`src/rtl/core/tmcm_pkg.sv`:
```
// ----------------------------------------------------------------------------
// Template match package
// Shared types and constants for the template matcher.
// ----------------------------------------------------------------------------
package tmcm_pkg;

    localparam int CfgIdxW = 3;
    localparam int CfgDataW = 11;

    localparam logic [CfgIdxW-1:0] REG_COLOR_MARGIN    = 3'd0;
    localparam logic [CfgIdxW-1:0] REG_TEMPLATE_WIDTH  = 3'd1;
    localparam logic [CfgIdxW-1:0] REG_TEMPLATE_HEIGHT = 3'd2;
    localparam logic [CfgIdxW-1:0] REG_SCREEN_WIDTH    = 3'd3;
    localparam logic [CfgIdxW-1:0] REG_SCREEN_HEIGHT   = 3'd4;

    localparam logic CMD_TEMPLATE = 1'b0;
    localparam logic CMD_SCREEN   = 1'b1;

    typedef enum logic [2:0] {
        ST_LOAD,
        ST_SETUP,
        ST_READ,
        ST_CHECK,
        ST_DONE
    } tmcm_state_t;

    // controller to datapath
    typedef struct packed {
        logic load_wr;     // write accepted pixel
        logic setup;       // latch sizes, clear scan counters
        logic check;       // evaluate read data, advance scan
        logic set_result;  // capture result
    } tmcm_cmd_t;

    // datapath to controller
    typedef struct packed {
        logic no_fit;      // template larger than screen
        logic mismatch;    // current pixel pair differs
        logic tpl_end;     // last pixel of current placement
        logic place_end;   // last placement
    } tmcm_status_t;

    function automatic logic [7:0] abs_diff(input logic [7:0] a, input logic [7:0] b);
        abs_diff = (a > b) ? a - b : b - a;
    endfunction

endpackage

```
`src/rtl/core/tmcm_ctrl.sv`:
```
// ----------------------------------------------------------------------------
// Template match controller
// Sequences loading, the placement scan and the result handshake.
// ----------------------------------------------------------------------------
module tmcm_ctrl import tmcm_pkg::*; (
    input  logic         aclk,
    input  logic         aresetn,
    input  logic         s_valid,
    input  logic         s_cmd,
    input  logic         s_last_pixel,
    output logic         s_ready,
    output logic         m_valid,
    input  logic         m_ready,
    input  tmcm_status_t status,
    output tmcm_cmd_t    cmd,
    output tmcm_state_t  state
);
    tmcm_state_t state_reg, state_next;

    always_ff @(posedge aclk) begin
        if (!aresetn) state_reg <= ST_LOAD;
        else state_reg <= state_next;
    end

    always_comb begin
        state_next = state_reg;
        cmd = '0;
        s_ready = 1'b0;
        m_valid = 1'b0;
        unique case (state_reg)
            ST_LOAD: begin
                s_ready = 1'b1;
                if (s_valid) begin
                    cmd.load_wr = 1'b1;
                    if (s_cmd == CMD_SCREEN && s_last_pixel) begin
                        cmd.setup = 1'b1;
                        state_next = ST_SETUP;
                    end
                end
            end
            ST_SETUP: begin
                if (status.no_fit) begin
                    cmd.set_result = 1'b1;
                    state_next = ST_DONE;
                end else begin
                    state_next = ST_READ;
                end
            end
            ST_READ: state_next = ST_CHECK;  // wait for registered read
            ST_CHECK: begin
                if (!status.mismatch && status.tpl_end) begin
                    cmd.set_result = 1'b1;
                    state_next = ST_DONE;
                end else if (status.mismatch && status.place_end) begin
                    cmd.set_result = 1'b1;
                    state_next = ST_DONE;
                end else begin
                    cmd.check = 1'b1;
                    state_next = ST_READ;
                end
            end
            ST_DONE: begin
                m_valid = 1'b1;
                if (m_ready) state_next = ST_LOAD;
            end
            default: state_next = ST_LOAD;
        endcase
    end

    assign state = state_reg;
endmodule

```
`config.mk`:
```
export PLATFORM = sky130hd
export DESIGN_NAME = tmcm_ctrl
export DESIGN_NICKNAME = d
export VERILOG_FILES = /design/src/rtl/core/tmcm_pkg.sv /design/src/rtl/core/tmcm_ctrl.sv
export SDC_FILE = /design/constraint.sdc
export NUM_CORES = 1
export LEC_CHECK = 0
export BUFFER_PORTS_ARGS = -buffer_cell sky130_fd_sc_hd__buf_2
export CAP_MARGIN = 10
export CORE_AREA = 2 2 39 41
export DETAILED_ROUTE_END_ITERATION = 7
export DIE_AREA = 0 0 41 43
export PLACE_DENSITY_LB_ADDON = 0.15
export SLEW_MARGIN = 10
export SYNTH_ARGS = -nofsm -noshare
export SYNTH_HDL_FRONTEND = slang
export SYNTH_SLANG_ARGS = --single-unit
```
`constraint.sdc`:
```
create_clock -name aclk -period 1.2 [get_ports aclk]
set_input_delay 0.24 -clock aclk [delete_from_list [all_inputs] [get_ports aclk]]
set_output_delay 0.24 -clock aclk [all_outputs]
set_load 0.02 [all_outputs]
```
==> results.sh, run 1 <==
export IMPL_num_io_pins=19
export IMPL_p_sw_mw=0.170
export IMPL_rows=14
export IMPL_cp_max_fo=4
export IMPL_fill_cells=158
export IMPL_period_minus_slack_ns=1.37
export IMPL_die_h_um=43
export IMPL_clockPowerShare_pct=34.5
export IMPL_syn_avg_cell_area_um2=8.13
export IMPL_power_leakage_nw=0.206
export IMPL_drtIter0Drc=2
export IMPL_fin_crit_sh_pct=114
export IMPL_h_tree_depth=1
export IMPL_final_util_pct=31.0
export IMPL_hold_class="primary input to register"
export IMPL_crit_required_ns=0.96
export IMPL_p_int_mw=0.339
export IMPL_hold_buffers=0
export IMPL_worst_slew_pin_slew_ns=0.246
export IMPL_cap_violations=0
export IMPL_wl_per_cell_um=9.82
export IMPL_cp_cell_sequence="nor3_4 -> and4_1 -> buf_6"
export IMPL_status="finished with violations"
export IMPL_power_density_nw_per_um2=1190
export IMPL_yosys_area_share_adder_pct=0
export IMPL_violations="negative setup slack"
export IMPL_critical_path_max_stage_delay_ns=0.36
export IMPL_wirelength_um=638
export IMPL_worstSetupPathDepth=3
export IMPL_grt_overflow=0
export IMPL_fin_ws_ns=-0.167
export IMPL_rsz0062_at_grt="true"
export IMPL_synthTopCellsByArea="dfxtp_1 34%, and2_1 7.0%, nand2b_1 7.0%"
export IMPL_avgViaCountPerCell=4.17
export IMPL_clock_latency_ns=0.23
export IMPL_ir_drop_mv=0.341
export IMPL_start_util_pct=12.9
export IMPL_p_seq_share_pct=27.1
export IMPL_clk_pin_slew_ns=0.04
export IMPL_slowest_stage="dfxtp_4"
export IMPL_swShare_pct=33.4
export IMPL_post_synth_top_area_cell="dfxtp_1"
export IMPL_syn_nets=32
export IMPL_drt_pass1_iterations=2
export IMPL_combPwrFrac_pct=38.4
export IMPL_nets=60
export IMPL_min_delay_start="aresetn"
export IMPL_chipWidth_um=41
export IMPL_critPathBufInv=1
export IMPL_ys_warn_count=0
export IMPL_largest_reg_flops=3
export IMPL_cp_top_family="simple AND/OR/NAND/NOR gates"
export IMPL_antenna_cells=0
export IMPL_skew_ns=0.00151
export IMPL_r2r_start="state[0]"
export IMPL_worst_setup_path_type="register to primary output"
export IMPL_ff2ff_path_depth=4
export IMPL_setup_viol=5
export IMPL_drc=0
export IMPL_core_um2=1380
export IMPL_dp_final_hpwl_um=509
export IMPL_power_mw=0.509
export IMPL_port_buffers=18
export IMPL_antenna_found_initial=0
export IMPL_cts_sinks=3
export IMPL_grt_total_usage_pct=9.14
export IMPL_grt_pass1_vias=283
export IMPL_rrSetupSlack_ns=0.18
export IMPL_synth_compound_area_share_pct=17.5
export IMPL_hold_depth=2
export IMPL_clock_path_buffers=2
export IMPL_post_place_ws_ns=0.0149
export IMPL_yosysSeqAreaShare_pct=33.6
export IMPL_hold_end="state[2]"
export IMPL_netlist_instances=22
export IMPL_critPathArrivalTime_ns=1.13
export IMPL_area_growth_pct=140
export IMPL_ys_types=15
export IMPL_syn_area_um2=179
export IMPL_synth_top_family_by_area="simple AND/OR/NAND/NOR gates"
export IMPL_hold_viol_final=0
export IMPL_finalMaxSlewViolations=0
export IMPL_worstReg2RegEnd="state[2]"
export IMPL_synth_xor_area_share_pct=0
export IMPL_final_layout_size_suffix_gt1_share_pct=73.5
export IMPL_die_area_um2=1760
export IMPL_synth_area_mux_share_pct=5.59
export IMPL_dr_total_vias=271
export IMPL_yosys_area_share_simple_pct=43.4
export IMPL_startpoint_type="register"
export IMPL_fmax_mhz=731
export IMPL_cts_tree="done"
export IMPL_grt_pass1_wl_um=1050
export IMPL_slew_headroom_pct=83.1
export IMPL_drt_antenna_violating_nets=0
export IMPL_grt_max_degree=7
export IMPL_cts_buffers=3
export IMPL_crit_path_end_kind="primary output"
export IMPL_yosys_area_top_type_share_pct=33.6
export IMPL_ys_ff_latch=3
export IMPL_clockRootBuffer="clkbuf_4"
export IMPL_gp_congestion=0.588
[metal layers]
metal | GRT usage (%) | wire (µm)
met5 | 0 | 0
met4 | 6.00 | 0
met3 | 4.71 | 48
met2 | 14.4 | 368
met1 | 8.68 | 220
[logic make-up after synthesis]
family           count (synthesis)
flip-flops                       3
AND/OR/NAND/NOR                 13
AO/OA/AOI/OAI                    5
multiplexers                     1
[repair_timing]
| action | 4_1_cts | 5_1_grt |
|---|---|---|
| setup endpoints to repair | 6 | 6 |
| buffers inserted | 3 | 0 |
| hold endpoints to repair | 0 | 0 |
| resized for setup | 13 | 4 |
| pin swaps | 5 | 2 |
[Yosys cell counts]
cell type / count
nor3_1: 1
a32o_1: 1
nor2_1: 3
a21oi_1: 1
a31oi_1: 1
nor2b_1: 1
o21ai_0: 2
nor3b_1: 1
and2_1: 2
nand2b_1: 2
nand2_1: 1
nor3_2: 1
dfxtp_1: 3
and4_1: 1
mux2i_1: 1
[power by group through the flow]
stage / clock (mW) / combinational, mW / sequential, mW
after floorplan: 0 / 0.0812 / 0.147
after global placement: 0 / 0.159 / 0.135
after detailed placement: 0 / 0.160 / 0.135
after CTS: 0.186 / 0.191 / 0.134
after global routing: 0.199 / 0.211 / 0.141
final: 0.176 / 0.195 / 0.138
[worst reg2reg max path, stage by stage, from the launching register on]
cell     delay, ns
dfxtp_4       0.36
buf_4         0.15
nor3b_4       0.20
buf_4         0.14
a32o_1        0.11
[final cells by class]
class                           count  area, µm²  share of cell area [%]
Tap cell                           16       20.0                    4.66
Multi-Input combinational cell     19        159                    37.0
Sequential cell                     3       68.8                    16.0
Timing Repair Buffer               23        155                    36.2
Clock buffer                        4       26.3                    6.12
[through the flow]
stage	hold WS, ns	TNS (ns)	cell area (µm²)	instances
2_1_floorplan	0.387	-0.0995	198	22
3_3_place_gp	0.516	0	323	58
3_5_place_dp	0.510	0	323	58
4_1_cts	0.296	-0.622	410	65
5_1_grt	0.313	-0.830	429	65
6_report	0.302	-0.538	429	65
[worst max-delay path by stage]
stage	start	endpoint	slack (ns)
floorplan	state[2]	cmd[2]	-0.1
global route	state[0]	cmd[2]	-0.23
global placement	state[2]	cmd[0]	0.05
CTS	state[0]	cmd[2]	-0.18
finish	state[0]	cmd[2]	-0.17
detailed placement	state[2]	cmd[0]	0.01
[layout by cell type (no fill, tap or decap), drive strengths merged]
cell / n
a31oi: 1
nor3: 2
nand2: 1
nor2: 3
nand2b: 2
o21ai: 2
and4: 1
and2: 2
clkbuf: 4
a21oi: 1
buf: 23
mux2i: 1
nor2b: 1
dfxtp: 3
nor3b: 1
a32o: 1
No activity file was read; power rests on OpenSTA's default activity.
==> run 2, diff against run 1 <==
--- a/config.mk
+++ b/config.mk
@@ -5,6 +5,7 @@
 export SDC_FILE = /design/constraint.sdc
 export NUM_CORES = 1
 export LEC_CHECK = 0
+export ABC_AREA = 1
 export BUFFER_PORTS_ARGS = -buffer_cell sky130_fd_sc_hd__buf_2
 export CAP_MARGIN = 10
 export CORE_AREA = 2 2 39 41
==> constraint.sdc (replaced) <==
create_clock -name aclk -period 1.68 [get_ports aclk]
set_input_delay 0.336 -clock aclk [delete_from_list [all_inputs] [get_ports aclk]]
set_output_delay 0.336 -clock aclk [all_outputs]
set_load 0.02 [all_outputs]
==> run 2 against run 1 <==
- via count is 17% higher
- flip-flop and latch count did not move
- non-clock buffer count shrank 5
- critical path type unchanged
- global-route usage is 1.0 points lower
- combinational power down 34%
- core utilization down 3.7 points
- clock skew fell by 0.0013 ns
- synthesized area rose by 35%
- largest power group unchanged
- the run now ends clean
- first-iteration DRC count up 50%
==> results.sh, run 2 <==
export IMPL_h_tree_depth=1
export IMPL_cts_tree="done"
export IMPL_layout_commonest_cell="buf_2"
export IMPL_netlist_instances=46
export IMPL_final_layout_size_suffix_gt1_share_pct=33.8
export IMPL_post_synth_top_area_cell="dfxtp_1"
export IMPL_cp_startpoint="state[0]"
export IMPL_skew_ns=0.000177
export IMPL_core_um2=1380
export IMPL_rsz0062_at_grt="false"
export IMPL_ir_drop_mv=0.256
export IMPL_ys_ff_latch=3
export IMPL_power_mw=0.348
export IMPL_chipWidth_um=41
export IMPL_largest_reg_flops=3
export IMPL_clock_latency_ns=0.23
export IMPL_drtIter0Drc=3
export IMPL_antenna_cells=0
export IMPL_worst_setup_path_type="register to primary output"
export IMPL_antenna_found_initial=0
export IMPL_cp_max_fo=7
export IMPL_rows=14
export IMPL_worst_slew_pin_slew_ns=0.257
export IMPL_syn_nets=56
export IMPL_worstSetupPathDepth=5
export IMPL_yosysSeqAreaShare_pct=24.9
export IMPL_hold_buffers=0
export IMPL_drt_antenna_violating_nets=0
export IMPL_fin_ws_ns=0.175
export IMPL_avgViaCountPerCell=3.77
export IMPL_ys_warn_count=0
export IMPL_hold_viol_final=0
export IMPL_cts_sinks=3
export IMPL_grt_pass1_vias=274
export IMPL_critical_path_max_stage_delay_ns=0.43
export IMPL_crit_path_end_kind="primary output"
export IMPL_fin_crit_sh_pct=89.6
export IMPL_syn_avg_cell_area_um2=5.25
export IMPL_fmax_mhz=665
export IMPL_tns_ns=0
export IMPL_hold_class="primary input to register"
export IMPL_start_util_pct=17.5
export IMPL_drc=0
export IMPL_cp_cell_sequence="inv_1 -> nor2_2 -> nand3_1 -> nand2_1 -> buf_2"
export IMPL_cts_buffers=3
export IMPL_dr_total_vias=317
export IMPL_cts_resized=0
export IMPL_critPathArrivalTime_ns=1.17
export IMPL_r2r_start="state[0]"
export IMPL_ys_types=8
export IMPL_synth_edf_count=0
export IMPL_layout_common_cells="18 x buf_2, 15 x nand2_1, 12 x inv_1"
export IMPL_slew_headroom_pct=82.8
export IMPL_nets=79
export IMPL_grt_overflow=0
export IMPL_syn_area_um2=241
export IMPL_cap_violations=0
export IMPL_yosysMostFrequentCell="nand2_1"
export IMPL_slowest_stage="dfxtp_1"
export IMPL_area_growth_pct=56.5
export IMPL_crit_end="cmd[0]"
export IMPL_gp_congestion=0.564
export IMPL_critPathBufInv=2
export IMPL_grt_pass1_wl_um=938
export IMPL_startpoint_type="register"
export IMPL_finalMaxSlewViolations=0
export IMPL_setup_viol=0
export IMPL_ys_async_sr_fraction_pct=0
export IMPL_port_buffers=18
export IMPL_power_leakage_nw=0.266
export IMPL_power_density_nw_per_um2=922
export IMPL_cp_top_family="flip-flops"
export IMPL_yosys_area_top_type_share_pct=24.9
export IMPL_period_minus_slack_ns=1.50
export IMPL_clk_pin_slew_ns=0.04
export IMPL_post_cts_buffers=0
export IMPL_final_util_pct=27.3
export IMPL_num_io_pins=19
export IMPL_grt_total_usage_pct=8.13
export IMPL_die_h_um=43
export IMPL_crit_required_ns=1.34
export IMPL_clock_path_buffers=2
export IMPL_synthTopCellsByCount="15 x nand2_1, 12 x inv_1, 7 x nor2_1"
export IMPL_post_place_ws_ns=0.408
export IMPL_status="finished clean"
export IMPL_clockRootBuffer="clkbuf_4"
export IMPL_wl_per_cell_um=6.87
export IMPL_rrSetupSlack_ns=0.73
export IMPL_worstReg2RegEnd="state[2]"
export IMPL_holdWs_ns=0.321
export IMPL_synth_flop_cell="dfxtp_1"
export IMPL_ff2ff_path_depth=6
export IMPL_drt_pass1_iterations=2
export IMPL_die_area_um2=1760
export IMPL_wirelength_um=577
export IMPL_synthTopCellsByArea="dfxtp_1 25%, nand2_1 23%, inv_1 19%"
export IMPL_grt_max_degree=8
export IMPL_dp_final_hpwl_um=496
==> run 2: worst min-delay path: stages <==
cell,delay [ns]
buf_2,0.10
nand2_1,0.05
inv_1,0.04
==> run 2: logic make-up (layout without fill, tap and decap cells) <==
group                  count (synthesis)  in the layout  share of synthesized area [%]
and+or+nand+nor                       31             31                           56.5
buffers and inverters                 12             34                           18.7
DFF                                    3              3                           24.9
==> run 2: routing by layer <==
metal / vias up / wire length, µm / GRT usage (%) / share of wire, %
li1: 180 / - / - / -
met1: 129 / 264 / 8.68 / 46
met5: - / 0 / 0 / 0
met2: 8 / 270 / 12.2 / 47
met4: 0 / 0 / 6.00 / 0
met3: 0 / 42 / 3.14 / 7.3
==> run 2: how the worst min path moves through the flow <==
stage                 start       end  slack (ns)  cells after the start
floorplan           aresetn  state[1]        0.43                      2
global placement    aresetn  state[2]        0.55                      3
CTS                 aresetn  state[1]        0.31                      3
finish              aresetn  state[2]        0.32                      3
detailed placement  aresetn  state[1]        0.56                      3
global route        aresetn  state[1]        0.33                      3
==> run 2: area by class of cell <==
cell class,instances,area [µm²]
fill,174,1010
multi-input combinational,31,136
timing repair buffer,18,90.1
sequential,3,60.1
inverter,12,45.0
clock buffer,4,26.3
tap,16,20.0
==> run 2: through the flow <==
stage / area [µm²] / cells
after floorplan: 241 / 46
after global placement: 352 / 80
after detailed placement: 352 / 80
after CTS: 378 / 84
after global routing: 378 / 84
final: 378 / 84
==> run 2: power by group <==
part / leakage [nW] / switching, mW / internal, mW / total, mW
Combinational: 0.226 / 0.0796 / 0.0488 / 0.128
Sequential: 0.0244 / 0.0146 / 0.0800 / 0.0946
Clock: 0.0150 / 0.0366 / 0.0890 / 0.126
Total: 0.266 / 0.131 / 0.218 / 0.348
